<file path="config.mk">
export PLATFORM = sky130hd
export DESIGN_NAME = traffic_light_pedestrian_emergency_core
export DESIGN_NICKNAME = d
export VERILOG_FILES = /design/src/rtl/core/tlpe_pkg.sv /design/src/rtl/core/tlpe_regs.sv /design/src/rtl/core/tlpe_debounce.sv /design/src/rtl/core/tlpe_phase_fsm.sv /design/src/rtl/core/traffic_light_pedestrian_emergency_core.sv
export VERILOG_INCLUDE_DIRS = /design/src /design/src/rtl/core
export SDC_FILE = /design/constraint.sdc
export NUM_CORES = 1
export LEC_CHECK = 0
export BUFFER_PORTS_ARGS = -buffer_cell sky130_fd_sc_hd__clkbuf_2
export CORE_MARGIN = 4
export CORE_UTILIZATION = 50
export DETAILED_ROUTE_END_ITERATION = 6
export HOLD_SLACK_MARGIN = 0.02
export PLACE_DENSITY_LB_ADDON = 0.12
export SLEW_MARGIN = 5
export SYNTH_ARGS = -nofsm -noshare
export SYNTH_HDL_FRONTEND = slang
export SYNTH_HIERARCHICAL = 1
export SYNTH_SLANG_ARGS = --single-unit
</file>
<file path="constraint.sdc">
create_clock -name clk -period 7.1 [get_ports clk]
set_clock_uncertainty 0.1 [all_clocks]
set_input_delay 0.71 -clock clk [delete_from_list [all_inputs] [get_ports clk]]
set_output_delay 0.71 -clock clk [all_outputs]
set_load 0.01 [all_outputs]
</file>
<file path="src/rtl/core/assert_macros.svh">
// Assertion helpers. All properties are sampled on clk and disabled during reset.
`ifndef ASSERT_MACROS_SVH
`define ASSERT_MACROS_SVH

`ifndef SYNTHESIS

`define TLPE_ASSERT(label, prop) \
    label: assert property (@(posedge clk) disable iff (!rst_n) prop) \
        else $error("assertion failed");

`define TLPE_ASSERT_NEXT(label, ante, cons) \
    label: assert property (@(posedge clk) disable iff (!rst_n) (ante) |=> (cons)) \
        else $error("assertion failed");

`else

`define TLPE_ASSERT(label, prop)

`define TLPE_ASSERT_NEXT(label, ante, cons)

`endif

`endif

</file>
<file path="src/rtl/core/tlpe_pkg.sv">
package tlpe_pkg;

    localparam int DUR_W  = 16;
    localparam int ADDR_W = 5;
    localparam int DATA_W = 32;

    typedef logic [DUR_W-1:0] dur_t;

    typedef struct packed {
        dur_t green_ms;
        dur_t yellow_ms;
        dur_t red_ms;
        dur_t blink_ms;
        dur_t debounce_ms;
    } cfg_t;

    typedef struct packed {
        logic red;
        logic yellow;
        logic green;
        logic emergency;
    } lamps_t;

    typedef enum logic [2:0] {
        REG_GREEN    = 3'd0,
        REG_YELLOW   = 3'd1,
        REG_RED      = 3'd2,
        REG_BLINK    = 3'd3,
        REG_DEBOUNCE = 3'd4
    } reg_idx_t;

    localparam dur_t RST_GREEN_MS    = 16'd5000;
    localparam dur_t RST_YELLOW_MS   = 16'd2000;
    localparam dur_t RST_RED_MS      = 16'd5000;
    localparam dur_t RST_BLINK_MS    = 16'd500;
    localparam dur_t RST_DEBOUNCE_MS = 16'd400;

endpackage

</file>
<file path="src/rtl/core/tlpe_regs.sv">
module tlpe_regs
(
    input  logic                        clk,
    input  logic                        rst_n,
    input  logic                        psel,
    input  logic                        penable,
    input  logic                        pwrite,
    input  logic [tlpe_pkg::ADDR_W-1:0] paddr,
    input  logic [tlpe_pkg::DATA_W-1:0] pwdata,
    output logic [tlpe_pkg::DATA_W-1:0] prdata,
    output logic                        pready,
    output tlpe_pkg::cfg_t              cfg
);
    import tlpe_pkg::*;

    cfg_t     cfg_reg;
    cfg_t     cfg_next;
    reg_idx_t idx;
    dur_t     wdata;
    dur_t     rdata;
    logic     wr_en;

    assign idx    = reg_idx_t'(paddr[ADDR_W-1:2]);
    assign wdata  = pwdata[DUR_W-1:0];
    assign wr_en  = psel && penable && pwrite;
    assign pready = 1'b1;

    always_comb
    begin
        cfg_next = cfg_reg;
        if (wr_en)
        begin
            unique case (idx)
                REG_GREEN:    cfg_next.green_ms    = wdata;
                REG_YELLOW:   cfg_next.yellow_ms   = wdata;
                REG_RED:      cfg_next.red_ms      = wdata;
                REG_BLINK:    cfg_next.blink_ms    = wdata;
                REG_DEBOUNCE: cfg_next.debounce_ms = wdata;
                default:      ;
            endcase
        end
    end

    always_comb
    begin
        unique case (idx)
            REG_GREEN:    rdata = cfg_reg.green_ms;
            REG_YELLOW:   rdata = cfg_reg.yellow_ms;
            REG_RED:      rdata = cfg_reg.red_ms;
            REG_BLINK:    rdata = cfg_reg.blink_ms;
            REG_DEBOUNCE: rdata = cfg_reg.debounce_ms;
            default:      rdata = '0;
        endcase
    end

    assign prdata = {{(DATA_W-DUR_W){1'b0}}, rdata};

    always_ff @(posedge clk or negedge rst_n)
    begin
        if (!rst_n)
        begin
            cfg_reg.green_ms    <= RST_GREEN_MS;
            cfg_reg.yellow_ms   <= RST_YELLOW_MS;
            cfg_reg.red_ms      <= RST_RED_MS;
            cfg_reg.blink_ms    <= RST_BLINK_MS;
            cfg_reg.debounce_ms <= RST_DEBOUNCE_MS;
        end
        else
        begin
            cfg_reg <= cfg_next;
        end
    end

    assign cfg = cfg_reg;

endmodule

</file>
<file path="src/rtl/core/tlpe_debounce.sv">
`include "assert_macros.svh"

module tlpe_debounce
#(
    parameter int COUNT_WIDTH = 16
)
(
    input  logic           clk,
    input  logic           rst_n,
    input  logic           step,
    input  logic           press,
    input  tlpe_pkg::dur_t debounce_ms,
    output logic           accepted
);
    import tlpe_pkg::*;

    localparam int CMP_W = (COUNT_WIDTH > DUR_W) ? COUNT_WIDTH : DUR_W;

    logic [COUNT_WIDTH-1:0] quiet_reg;
    logic [COUNT_WIDTH-1:0] quiet_next;
    logic [COUNT_WIDTH-1:0] quiet_inc;

    // The quiet counter saturates at all ones.
    assign quiet_inc = (&quiet_reg) ? quiet_reg : quiet_reg + 1'b1;
    assign accepted  = press && (CMP_W'(quiet_inc) > CMP_W'(debounce_ms));

    always_comb
    begin
        quiet_next = quiet_reg;
        if (step)
        begin
            quiet_next = accepted ? '0 : quiet_inc;
        end
    end

    always_ff @(posedge clk or negedge rst_n)
    begin
        if (!rst_n)
        begin
            quiet_reg <= '0;
        end
        else
        begin
            quiet_reg <= quiet_next;
        end
    end

    `TLPE_ASSERT_NEXT(a_press_clears_quiet, step && accepted, quiet_reg == '0)

endmodule

</file>
<file path="src/rtl/core/tlpe_phase_fsm.sv">
`include "assert_macros.svh"

module tlpe_phase_fsm
(
    input  logic             clk,
    input  logic             rst_n,
    input  logic             step,
    input  logic             emerg_acc,
    input  logic             ped_acc,
    input  tlpe_pkg::cfg_t   cfg,
    output tlpe_pkg::lamps_t lamps
);
    import tlpe_pkg::*;

    typedef enum logic [1:0] {
        PH_GREEN  = 2'd0,
        PH_YELLOW = 2'd1,
        PH_RED    = 2'd2,
        PH_EMERG  = 2'd3
    } phase_t;

    phase_t phase_reg;
    phase_t phase_next;
    dur_t   phase_cnt_reg;
    dur_t   phase_cnt_next;
    dur_t   blink_cnt_reg;
    dur_t   blink_cnt_next;
    logic   blink_lvl_reg;
    logic   blink_lvl_next;
    lamps_t lamps_reg;
    lamps_t lamps_next;
    logic   loaded;

    always_comb
    begin
        phase_next     = phase_reg;
        phase_cnt_next = phase_cnt_reg;
        blink_cnt_next = blink_cnt_reg;
        blink_lvl_next = blink_lvl_reg;
        loaded         = 1'b0;

        // An emergency request toggles emergency mode; leaving it restarts red.
        if (emerg_acc)
        begin
            if (phase_reg != PH_EMERG)
            begin
                phase_next     = PH_EMERG;
                blink_lvl_next = 1'b0;
                blink_cnt_next = cfg.blink_ms;
            end
            else
            begin
                phase_next     = PH_RED;
                phase_cnt_next = cfg.red_ms;
            end
            loaded = 1'b1;
        end

        if (ped_acc && (phase_next == PH_GREEN))
        begin
            phase_next     = PH_YELLOW;
            phase_cnt_next = cfg.yellow_ms;
            loaded         = 1'b1;
        end

        if (!loaded)
        begin
            if (phase_reg == PH_EMERG)
            begin
                if (blink_cnt_reg <= 16'd1)
                begin
                    blink_lvl_next = !blink_lvl_reg;
                    blink_cnt_next = cfg.blink_ms;
                end
                else
                begin
                    blink_cnt_next = blink_cnt_reg - 1'b1;
                end
            end
            else if (phase_cnt_reg <= 16'd1)
            begin
                unique case (phase_reg)
                    PH_GREEN:
                    begin
                        phase_next     = PH_YELLOW;
                        phase_cnt_next = cfg.yellow_ms;
                    end
                    PH_YELLOW:
                    begin
                        phase_next     = PH_RED;
                        phase_cnt_next = cfg.red_ms;
                    end
                    default:
                    begin
                        phase_next     = PH_GREEN;
                        phase_cnt_next = cfg.green_ms;
                    end
                endcase
            end
            else
            begin
                phase_cnt_next = phase_cnt_reg - 1'b1;
            end
        end

        lamps_next.red       = (phase_next == PH_RED);
        lamps_next.yellow    = (phase_next == PH_YELLOW) ||
                               ((phase_next == PH_EMERG) && blink_lvl_next);
        lamps_next.green     = (phase_next == PH_GREEN);
        lamps_next.emergency = (phase_next == PH_EMERG);
    end

    always_ff @(posedge clk or negedge rst_n)
    begin
        if (!rst_n)
        begin
            phase_reg      <= PH_GREEN;
            phase_cnt_reg  <= RST_GREEN_MS;
            blink_cnt_reg  <= '0;
            blink_lvl_reg  <= 1'b0;
            lamps_reg      <= '{red: 1'b0, yellow: 1'b0, green: 1'b1, emergency: 1'b0};
        end
        else if (step)
        begin
            phase_reg      <= phase_next;
            phase_cnt_reg  <= phase_cnt_next;
            blink_cnt_reg  <= blink_cnt_next;
            blink_lvl_reg  <= blink_lvl_next;
            lamps_reg      <= lamps_next;
        end
    end

    assign lamps = lamps_reg;

    `TLPE_ASSERT(a_one_lamp_in_cycle,
        !lamps_reg.emergency |-> $onehot({lamps_reg.red, lamps_reg.yellow, lamps_reg.green}))

endmodule

</file>
<file path="src/rtl/core/traffic_light_pedestrian_emergency_core.sv">
// Path: an accepted request is captured in the input register and then moves into the result register.
// Throughput: one request per clock while out_stall is low; a new request is taken while an
// earlier result waits to be taken only if the input register is empty.
// Reset: rst_n is asynchronous, active low; lights restart in green with the
// configuration registers at their default durations.
`include "assert_macros.svh"

module traffic_light_pedestrian_emergency_core
#(
    parameter int COUNT_WIDTH = 16
)
(
    input  logic                        clk,
    input  logic                        rst_n,
    input  logic                        in_valid,
    output logic                        in_stall,
    input  logic                        ped_press,
    input  logic                        emerg_press,
    output logic                        out_valid,
    input  logic                        out_stall,
    output logic                        red_light,
    output logic                        yellow_light,
    output logic                        green_light,
    output logic                        emergency_active,
    input  logic                        psel,
    input  logic                        penable,
    input  logic                        pwrite,
    input  logic [tlpe_pkg::ADDR_W-1:0] paddr,
    input  logic [tlpe_pkg::DATA_W-1:0] pwdata,
    output logic [tlpe_pkg::DATA_W-1:0] prdata,
    output logic                        pready
);
    import tlpe_pkg::*;

    cfg_t   cfg;
    lamps_t lamps;
    logic   s1_valid_reg;
    logic   s1_valid_next;
    logic   ped_reg;
    logic   emerg_reg;
    logic   out_valid_reg;
    logic   out_valid_next;
    logic   step;
    logic   in_take;
    logic   ped_acc;
    logic   emerg_acc;

    // A buffered request moves into the result register when that register is free
    // or being emptied in the same cycle.
    assign step     = s1_valid_reg && (!out_valid_reg || !out_stall);
    assign in_stall = s1_valid_reg && !step;
    assign in_take  = in_valid && !in_stall;

    always_comb
    begin
        s1_valid_next = s1_valid_reg;
        if (in_take)
        begin
            s1_valid_next = 1'b1;
        end
        else if (step)
        begin
            s1_valid_next = 1'b0;
        end

        out_valid_next = out_valid_reg;
        if (step)
        begin
            out_valid_next = 1'b1;
        end
        else if (!out_stall)
        begin
            out_valid_next = 1'b0;
        end
    end

    always_ff @(posedge clk or negedge rst_n)
    begin
        if (!rst_n)
        begin
            s1_valid_reg  <= 1'b0;
            out_valid_reg <= 1'b0;
        end
        else
        begin
            s1_valid_reg  <= s1_valid_next;
            out_valid_reg <= out_valid_next;
        end
    end

    always_ff @(posedge clk)
    begin
        if (in_take)
        begin
            ped_reg   <= ped_press;
            emerg_reg <= emerg_press;
        end
    end

    tlpe_regs u_regs
    (
        .clk     (clk),
        .rst_n   (rst_n),
        .psel    (psel),
        .penable (penable),
        .pwrite  (pwrite),
        .paddr   (paddr),
        .pwdata  (pwdata),
        .prdata  (prdata),
        .pready  (pready),
        .cfg     (cfg)
    );

    tlpe_debounce #(.COUNT_WIDTH(COUNT_WIDTH)) u_ped_debounce
    (
        .clk         (clk),
        .rst_n       (rst_n),
        .step        (step),
        .press       (ped_reg),
        .debounce_ms (cfg.debounce_ms),
        .accepted    (ped_acc)
    );

    tlpe_debounce #(.COUNT_WIDTH(COUNT_WIDTH)) u_emerg_debounce
    (
        .clk         (clk),
        .rst_n       (rst_n),
        .step        (step),
        .press       (emerg_reg),
        .debounce_ms (cfg.debounce_ms),
        .accepted    (emerg_acc)
    );

    tlpe_phase_fsm u_phase_fsm
    (
        .clk       (clk),
        .rst_n     (rst_n),
        .step      (step),
        .emerg_acc (emerg_acc),
        .ped_acc   (ped_acc),
        .cfg       (cfg),
        .lamps     (lamps)
    );

    assign out_valid        = out_valid_reg;
    assign red_light        = lamps.red;
    assign yellow_light     = lamps.yellow;
    assign green_light      = lamps.green;
    assign emergency_active = lamps.emergency;

    `TLPE_ASSERT_NEXT(a_buffered_request_delivered, s1_valid_reg && !out_valid_reg, out_valid_reg)
    `TLPE_ASSERT(a_stall_only_when_blocked, in_stall |-> (out_valid_reg && out_stall))

endmodule

</file>
Word-level counts from Yosys, hierarchy flattened
Index checks and enable logic that the tools add are counted.
{"block": "word_totals", "register_bits": 155, "output_inout_bits": 39, "word_cells": 101}
{"block": "op_classes", "n_addsub": 4, "order_cmp": 4, "n_eq_ne": 11, "mux": 35, "reduce_logical": 28}
{"op": "2-to-1 mux 16 bit", "count": 15}
{"op": "case mux 16 bit (5 select lines)", "count": 1}
{"op": "adder 16 x 1 -> 16 bit (second input constant)", "count": 2}
{"op": "greater-than comparator 16 bit", "count": 2}
{"op": "less-or-equal comparator 16 x 1 -> 1 bit (second input constant)", "count": 2}
{"op": "case mux 16 bit (2 select lines)", "count": 1}
{"op": "AND reduction 16 bit", "count": 2}
{"op": "subtractor 16 x 1 -> 16 bit (second input constant)", "count": 2}
{"op": "2-to-1 mux 1 bit", "count": 12}
{"op": "2-to-1 mux 2 bit", "count": 5}
{"op": "AND reduction 2 bit", "count": 5}
{"op": "logical AND 1 bit", "count": 9}
{"op": "== test 2 bit (second input constant)", "count": 3}
{"op": "== test 3 x 2 -> 1 bit (second input constant)", "count": 2}
{"op": "zero test 2 bit", "count": 3}
{"op": "zero test 1 bit", "count": 5}
{"op": "== test 2 x 1 -> 1 bit (second input constant)", "count": 2}
{"op": "case mux 2 bit (2 select lines)", "count": 1}
{"op": "== test 3 x 1 -> 1 bit (second input constant)", "count": 1}
{"op": "== test 3 bit (second input constant)", "count": 1}
{"op": "zero test 3 bit", "count": 1}
{"op": "logical OR 1 bit", "count": 2}
{"op": "!= test 2 x 1 -> 1 bit (second input constant)", "count": 1}
{"op": "!= test 2 bit (second input constant)", "count": 1}
{"op": "nonzero test 2 bit", "count": 1}

Longest topological paths before layout
Gate-level depths: netlist (run 1).
{"block": "depth", "ltp_word": 14, "ltp_mapped": 24}

Modules after synthesis
The synthesis (run 1) kept the hierarchy.
{"mod": "tlpe_regs", "instances": 1, "cells_per_inst": 275, "area_per_inst_um2": 3873.7, "seq_area_each_um2": 2033.2}
{"mod": "tlpe_phase_fsm", "instances": 1, "cells_per_inst": 509, "area_per_inst_um2": 3711.1, "seq_area_each_um2": 983.4}
{"mod": "tlpe_debounce", "instances": 2, "cells_per_inst": 188, "area_per_inst_um2": 1476.4, "seq_area_each_um2": 400.4}
{"mod": "traffic_light_pedestrian_emergency_core", "instances": 1, "cells_per_inst": 10, "area_per_inst_um2": 152.6, "seq_area_each_um2": 110.1}

Worst setup path before layout (run 1)
No wires, ideal clock.
{"block": "synth_timing", "path_kind": "reg2reg", "startpoint": "register u_emerg_debounce.quiet_reg[0]", "endpoint": "register u_phase_fsm.phase_cnt_reg[13]", "t_arrival_ns": 4.656, "slack_ns": 2.217, "path_stages_with_launch": 24, "n_path_buf": 7, "path_cell_list": "dfrtp_1 > ha_1 > and3_1 > clkbuf_1 > and4_1 > buf_2 > nand3_1 > buf_2 > nand2_1 > ha_1 > nand4_2 > or4_1 > o21ai_1 > a21o_1 > buf_6 > inv_4 > clkbuf_1 > or4b_2 > clkbuf_1 > clkbuf_1 > o221ai_1 > a21oi_1 > a21oi_1 > a211oi_1"}
{"block": "synth_via", "elab_chain_len": 10}
{"item": "from (decl)", "line_no": "tlpe_debounce.sv:19", "rtl": "logic [COUNT_WIDTH-1:0] quiet_reg;"}
{"item": "from (signal assigned)", "line_no": "tlpe_debounce.sv:44", "rtl": "quiet_reg <= quiet_next;"}
{"item": "adder 16 x 1 -> 16 bit / AND reduction 16 bit (equally long branches)", "line_no": "tlpe_debounce.sv:24", "rtl": "assign quiet_inc = (&quiet_reg) ? quiet_reg : quiet_reg + 1'b1;"}
{"item": "2-to-1 mux 16 bit (*)", "line_no": "tlpe_debounce.sv:24"}
{"item": "greater-than comparator 16 bit (*)", "line_no": "tlpe_debounce.sv:25", "rtl": "assign accepted = press && (CMP_W'(quiet_inc) > CMP_W'(debounce_ms));"}
{"item": "logical AND 1 bit (*)", "line_no": "tlpe_debounce.sv:25"}
{"item": "named net emerg_acc", "line_no": "traffic_light_pedestrian_emergency_core.sv:46", "rtl": "logic emerg_acc;"}
{"item": "2-to-1 mux 2 bit", "line_no": "tlpe_phase_fsm.sv:43", "rtl": "if (emerg_acc)"}
{"item": "zero test 2 bit", "line_no": "tlpe_phase_fsm.sv:59", "rtl": "if (ped_acc && (phase_next == PH_GREEN))"}
{"item": "logical AND 1 bit", "line_no": "tlpe_phase_fsm.sv:59"}
{"item": "2-to-1 mux 16 bit", "line_no": "tlpe_phase_fsm.sv:59"}
{"item": "2-to-1 mux 16 bit", "line_no": "tlpe_phase_fsm.sv:68", "rtl": "if (phase_reg == PH_EMERG)"}
{"item": "2-to-1 mux 16 bit (*)", "line_no": "tlpe_phase_fsm.sv:66", "rtl": "if (!loaded)"}
{"item": "to (signal assigned)", "line_no": "tlpe_phase_fsm.sv:126", "rtl": "phase_cnt_reg <= phase_cnt_next;"}
{"item": "to (decl)", "line_no": "tlpe_phase_fsm.sv:24", "rtl": "dur_t phase_cnt_reg;"}
The timed path passes the listed nets; every way through them passes the cells marked *.
A chain may end at the register's enable or synchronous reset.

Worst setup path after layout (run 1)
{"block": "layout_timing", "startpoint": "register u_ped_debounce.quiet_reg[0]", "endpoint": "register u_phase_fsm.phase_cnt_reg[12]"}
{"block": "layout_via", "elab_chain_len": 8}
{"item": "from (decl)", "line_no": "tlpe_debounce.sv:19"}
{"item": "from (signal assigned)", "line_no": "tlpe_debounce.sv:44"}
{"item": "adder 16 x 1 -> 16 bit / AND reduction 16 bit (equally long branches)", "line_no": "tlpe_debounce.sv:24"}
{"item": "2-to-1 mux 16 bit (*)", "line_no": "tlpe_debounce.sv:24"}
{"item": "greater-than comparator 16 bit (*)", "line_no": "tlpe_debounce.sv:25"}
{"item": "logical AND 1 bit (*)", "line_no": "tlpe_debounce.sv:25"}
{"item": "named net ped_acc", "line_no": "traffic_light_pedestrian_emergency_core.sv:45", "rtl": "logic ped_acc;"}
{"item": "logical AND 1 bit (*)", "line_no": "tlpe_phase_fsm.sv:59"}
{"item": "2-to-1 mux 16 bit", "line_no": "tlpe_phase_fsm.sv:59"}
{"item": "2-to-1 mux 16 bit", "line_no": "tlpe_phase_fsm.sv:68"}
{"item": "2-to-1 mux 16 bit (*)", "line_no": "tlpe_phase_fsm.sv:66"}
Marks and branches as above.

==> flow_summary_export.csv, run 1 <==
group,metric,value,unit
status,outcome,"finished clean",
finish,finish.net_count,1253,
drt,num_vias,8892,
timing,slew_violations,0,
critical_path,path_cells,"ha_1, and3_1, and4_1, nand3_1, nand3_1, xnor2_1, ha_1, nand4_1, or4_1, o21ai_1, a21o_1, inv_4, nor3b_1, or3_1, nor3_1, a221o_1, o21ai_0, a21boi_0",
clocking,clk_transition_reported_paths,0.06,ns
floorplanning,coreArea,21020,µm²
floorplanning,ios,85,
timing,period_share,0.8279,
finish,layout_commonest_cell,"dfrtp_1",
finish,area_growth,7.503,%
timing,tns,0,ns
logic_synthesis,syn_inst,1170,
finish,drive_gt1_frac,0.2115,
drt,wl_met3,1414,µm
clocking,htree_levels,4,
finish,fillers,1892,
logic_synthesis,synth_xor_area_frac,0.02130,
timing,tightest_slew,1.192,ns
critical_path,cp_slowest_stage_delay,0.58,ns
logic_synthesis,synth-seq-cells,155,
floorplanning,die_w,154.2,µm
place,io_buffers,49,
logic_synthesis,syn_avg_cell_area,9.137,µm²
logic_synthesis,synth_area_leaders,"dfrtp_1, mux2_2, dfstp_2",
clocking,cts_tree,"built",
power,p_per_area,305.0,nW/µm²
global_route,grt_pass1_vias,8428,
timing,fin_crit,5.878,ns
clocking,post_cts_buffers,0,
place,dp_hpwl,20780,µm
logic_synthesis,syn_area,10690,µm²
logic_synthesis,synth_edf_count,2,
finish,antenna_cells,0,
clocking,cts_hold_buf,0,
clocking,insertion_delay,0.44,ns
timing,slew-limit-headroom,0.2022,
clocking,clockBufferDepth,2,
logic_synthesis,synthArstFlopShare,0.9871,
place,placed_cells,1425,
logic_synthesis,synth_top_family_by_area,"compound AO/OA/AOI/OAI gates",
drt,wl_per_cell,20.10,µm
power,p_leak,4.939,nW
drt,ant_nets,0,
finish,stdcell_count,1457,
drt,viasPerCell,6.103,
floorplanning,die_h,154.2,µm
global_route,grt_pass1_wl,47470,µm
place,routabilityCongestion,0.8919,
logic_synthesis,yosysWarnings,6,
floorplanning,dieArea,23780,µm²
logic_synthesis,synth_simple_gate_area_share,0.1633,
clocking,root_buffer,"clkbuf_16",
clocking,cts_resized,0,
drt,drtPass1Iterations,5,
critical_path,cp_top_family,"simple AND/OR/NAND/NOR gates",
logic_synthesis,synthMuxAreaShare,0.1360,
global_route,grt_max_degree,95,
global_route,grt-ovfl-total,0,
drt,route.detailed.drc,0,
finish,final_cell_mix,"dfrtp_1, nand2_1, mux2_2, a21oi_1, nor2_1",
timing,setup_viol,0,
critical_path,cp_num_buf_inv,1,
finish,largest_reg_flops,80,
drt,dr.first_iter.drc_count,625,
critical_path,path_class,"reg -> reg",
logic_synthesis,synth_compound_area_frac,0.1979,
run,maxCapViolCount,0,
floorplanning,start_util,0.5085,
clocking,cts_sinks,155,
clocking,cts_buffers,17,
logic_synthesis,yosysTopAreaCell,"dfrtp_1",
global_route,antenna_found_initial,1,
power,ir_drop,0.0001491,V
critical_path,worstPathRequired,7.32,ns
drt,met1_length,13340,µm
critical_path,cp-start-kind,"flop",
timing,grt_setup_unrepaired,"false",
floorplanning,core.rowCount,53,
logic_synthesis,seq_area_frac_synth,0.3674,
logic_synthesis,yosysTopAreaCellShare,0.2856,
drt,top_layer,"met5",
drt,wirelength,29280,µm
drt,wl_met2,14190,µm
critical_path,end_kind,"flop",
logic_synthesis,synth_cell_types,90,
global_route,grt.total_usage,0.2477,
timing,max_freq,170.1,MHz
finish,post-route-util,0.5467,
timing,finalHoldViolCount,0,
critical_path,worstPathMaxFanout,16,
critical_path,cp_slowest_cell,"nor3_1",
logic_synthesis,synth_flop_cell,"dfrtp_1",
critical_path,worstPathArrival,6.10,ns
logic_synthesis,synth_fa_ha_area_frac,0.04448,
min_path,hold_path.class,"in -> async",
[layer usage]
| metal | track usage | vias up |
|---|---|---|
| li1 | - | 4298 |
| met1 | 0.3522 | 4310 |
| met2 | 0.4035 | 258 |
| met3 | 0.03805 | 24 |
| met4 | 0.05299 | 2 |
| met5 | 0 | - |
[Yosys cell counts (7+ instances only)]
| cell type | count |
|---|---|
| o21a_1 | 9 |
| mux2_4 | 10 |
| dfrtp_1 | 122 |
| nand4_1 | 11 |
| o2bb2ai_1 | 7 |
| o31ai_1 | 7 |
| buf_4 | 20 |
| nor4_1 | 9 |
| dfstp_2 | 31 |
| o211ai_1 | 7 |
| buf_2 | 17 |
| nand2_1 | 96 |
| a21oi_1 | 87 |
| clkbuf_1 | 48 |
| mux2i_1 | 29 |
| a32oi_1 | 18 |
| a22oi_1 | 15 |
| inv_1 | 50 |
| nand3_1 | 46 |
| o21ai_0 | 68 |
| and3_1 | 12 |
| a311oi_1 | 7 |
| a21o_1 | 10 |
| or4_1 | 7 |
| or3_1 | 7 |
| ha_1 | 38 |
| a31oi_1 | 21 |
| o22ai_1 | 14 |
| nor3_1 | 32 |
| nor2_1 | 84 |
| mux2_2 | 89 |
| xnor2_1 | 21 |
[worst paths after layout]
kind                                                              to  cells after the start  slack [ns]                                     from
max in group asynchronous                 u_regs/cfg[26]$_DFFE_PN0P_                      2        5.30                                    rst_n
min in group clk                                   ped_reg$_DFFE_PP_                      1        0.35                                ped_press
max reg2reg                u_phase_fsm/phase_cnt_reg[12]$_DFFE_PN1P_                     18        1.22  u_ped_debounce/quiet_reg[0]$_DFFE_PN0P_
min                        u_phase_fsm/blink_cnt_reg[15]$_DFFE_PN0P_                      1        0.28                                    rst_n
min reg2reg                         u_phase_fsm/lamps[1]$_DFFE_PN1P_                      1        0.39         u_phase_fsm/lamps[1]$_DFFE_PN1P_
max                        u_phase_fsm/phase_cnt_reg[12]$_DFFE_PN1P_                     18        1.22  u_ped_debounce/quiet_reg[0]$_DFFE_PN0P_
[area by class of cell]
class,count,area (µm²),area share
clock buffers,18,439.2,0.03821
repair buffers,61,341.6,0.02972
inverters,54,207.7,0.01807
well taps,275,344.1,0.02994
flip-flops and latches,155,3928,0.3418
clock inverters,14,133.9,0.01165
multi-input cells,880,6098,0.5306
[worst reg2reg max path, delay by kind of cell, from the launching register on]
| kind | cells | cell delay (ns) |
|---|---|---|
| xor gates and xnor gates | 1 | 0.10 |
| AOI/OAI and AO/OA | 5 | 0.98 |
| and+or+nand+nor | 9 | 3.41 |
| buffers and inverters | 1 | 0.17 |
| adders and majority gates | 2 | 0.56 |
| DFF | 1 | 0.42 |
[logic make-up (layout without fill, tap and decap cells)]
kind of cell    count (synthesis)  after routing
fa+ha+maj                      38             38
xor+xnor                       26             26
other cells                     2             17
simple gates                  345            345
compound gates                325            325
mux                           129            129
buf+inv                       150            147
flops                         155            155
[per-stage QoR]
stage | instance area, µm² | hold WS (ns) | power [mW] | worst slack [ns]
after detailed placement | 10920 | 0.3796 | 2.594 | 1.313
after CTS | 11490 | 0.3256 | 3.514 | 1.294
after floorplan | 10750 | 0.3144 | 2.250 | 2.217
after global routing | 11490 | 0.3378 | 3.739 | 0.7576
final | 11490 | 0.2762 | 3.505 | 1.222
after global placement | 10920 | 0.3667 | 2.562 | 1.324
[where the power goes]
| group | internal [mW] | switching (mW) | total, mW |
|---|---|---|---|
| sequential | 1.12 | 0.298 | 1.42 |
| combinational | 0.533 | 0.649 | 1.18 |
| clock | 0.500 | 0.407 | 0.906 |
| total | 2.15 | 1.35 | 3.51 |
Power figures use the tool's default switching activity.
==> inputs of run 2 (changes only) <==
Clock period 7.1 ns to 4.85 ns, I/O delays scaled along.
==> flow_summary_export.csv, run 2 (same netlist as run 1, synthesis figures left out) <==
group,metric,value,unit
run,maxCapViolCount,0,
place,placed_cells,1458,
drt,drtPass1Iterations,5,
timing,setup_viol,0,
global_route,grt-ovfl-total,0,
floorplanning,die_w,154.2,µm
critical_path,cp_slowest_stage_delay,0.41,ns
finish,stdcell_count,1490,
clocking,insertion_delay,0.42,ns
timing,max_freq,215.1,MHz
clocking,cts_buffers,17,
clocking,root_buffer,"clkbuf_16",
drt,viasPerCell,6.117,
critical_path,path_class,"reg -> reg",
clocking,clk_transition_reported_paths,0.06,ns
floorplanning,start_util,0.5085,
floorplanning,ios,85,
critical_path,cp-start-kind,"flop",
timing,finalHoldViolCount,0,
timing,setup_slack,0.2017,ns
timing,fin_crit,4.648,ns
clocking,cts_sinks,155,
floorplanning,coreArea,21020,µm²
floorplanning,dieArea,23780,µm²
power,p_per_area,441.8,nW/µm²
power,total_power,5.246,mW
global_route,grt_max_degree,75,
drt,wirelength,29550,µm
critical_path,r2r-start,"u_ped_debounce/quiet_reg[0]$_DFFE_PN0P_",
critical_path,critPathLaunch,"u_ped_debounce/quiet_reg[0]$_DFFE_PN0P_",
finish,fillers,1864,
critical_path,path_cells,"ha_1, and3_1, and4_1, nand3_1, buf_12, nand2_1, xnor2_1, ha_1, and4b_1, a211oi_1, a2bb2oi_1, a21o_1, inv_4, nor3b_2, or3_4, nor3_1, buf_4, a221o_1, o21ai_0, a21boi_1",
status,outcome,"finished clean",
finish,antenna_cells,0,
global_route,antenna_found_initial,0,
floorplanning,die_h,154.2,µm
drt,dr.first_iter.drc_count,657,
timing,period_share,0.9584,
min_path,hold_path.class,"in -> reg",
finish,final_area,11870,µm²
clocking,clockBufferDepth,2,
power,p_leak,5.140,nW
global_route,grt_pass1_wl,47330,µm
floorplanning,core.rowCount,53,
finish,area_growth,11.07,%
drt,num_vias,9115,
timing,slew_violations,0,
finish,post-route-util,0.5648,
timing,slew-limit-headroom,0.2932,
place,io_buffers,49,
place,dp_hpwl,21530,µm
critical_path,worstPathArrival,4.86,ns
place,place_worst_setup_slack,0.03881,ns
finish,finish.net_count,1287,
clocking,cts_tree,"built",
drt,route.detailed.drc,0,
drt,wl_per_cell,19.83,µm
clocking,post_cts_buffers,0,
global_route,grt.total_usage,0.2471,
critical_path,end_kind,"flop",
min_path,min_from,"emerg_press",
power,ir_drop,0.0002613,V
drt,ant_nets,0,
finish,layout_commonest_cell,"dfrtp_1",
finish,drive_gt1_frac,0.2395,
critical_path,critical_path.most_common_cell,"ha_1",
critical_path,cp_slowest_cell,"dfrtp_1",
timing,tightest_slew,1.059,ns
critical_path,r2r_slack,0.20,ns
timing,grt_setup_unrepaired,"true",
global_route,grt_pass1_vias,8551,
finish,largest_reg_flops,80,
finish,final_cell_mix,"dfrtp_1, nand2_1, mux2_2, a21oi_1, nor2_1",
place,postPlaceCellArea,11200,µm²
critical_path,worstPathMaxFanout,13,
place,routabilityCongestion,0.9036,
critical_path,worstPathRequired,5.07,ns
clocking,htree_levels,4,
==> run 2: critical path, delay by kind of cell (launching register included) <==
family,cells,cell delay [ns]
adder cells (fa/ha/maj),2,0.54
XOR/XNOR,1,0.23
buffers and inverters,3,0.45
AO/OA/AOI/OAI,6,1.06
AND/OR/NAND/NOR,8,1.74
flip-flops,1,0.41
==> run 2: what timing repair did <==
action	in CTS	in global routing
hold buffers	1	0
setup endpoints to repair	1	21
endpoints found under the hold margin	21	0
gates resized for setup	1	18
==> run 2: path summary, 6_finish.rpt <==
path,to,depth (start not counted)
min in group asynchronous,u_phase_fsm/blink_cnt_reg[0]$_DFFE_PN0P_,2
min reg2reg,u_phase_fsm/lamps[1]$_DFFE_PN1P_,1
max in group asynchronous,u_emerg_debounce/quiet_reg[12]$_DFFE_PN0P_,3
min,emerg_reg$_DFFE_PP_,1
max,u_phase_fsm/phase_cnt_reg[12]$_DFFE_PN1P_,20
max reg2reg,u_phase_fsm/phase_cnt_reg[12]$_DFFE_PN1P_,20
==> run 2: per-layer routing <==
layer,GRT usage,vias to the layer above,wire length [µm]
li1,-,4366,-
met1,0.3531,4439,13400
met2,0.3885,273,14000
met3,0.03777,37,1336
met4,0.07780,0,812
met5,0,-,0
==> run 2: final cells by class <==
type | count | area [µm²] | area share
Multi-Input combinational cell | 880 | 6152 | 0.5181
Inverter | 54 | 207.7 | 0.01749
Clock buffer | 20 | 446.7 | 0.03762
Sequential cell | 155 | 3928 | 0.3308
Timing Repair Buffer | 95 | 651.9 | 0.05490
Tap cell | 275 | 344.1 | 0.02898
Clock inverter | 11 | 143.9 | 0.01212
==> run 2: power breakdown <==
part | leakage, nW | total [mW] | internal, mW | switching, mW
Clock | 0.287 | 1.36 | 0.820 | 0.542
Combinational | 2.95 | 1.80 | 0.829 | 0.972
Sequential | 1.90 | 2.08 | 1.64 | 0.445
==> run 2: per-stage QoR <==
stage	hold slack, ns	setup TNS (ns)
floorplan	0.08941	0
global placement	0.3667	0
detailed placement	0.3751	0
CTS	0.1325	0
global route	0.1282	-0.008821
finish	0.1448	0
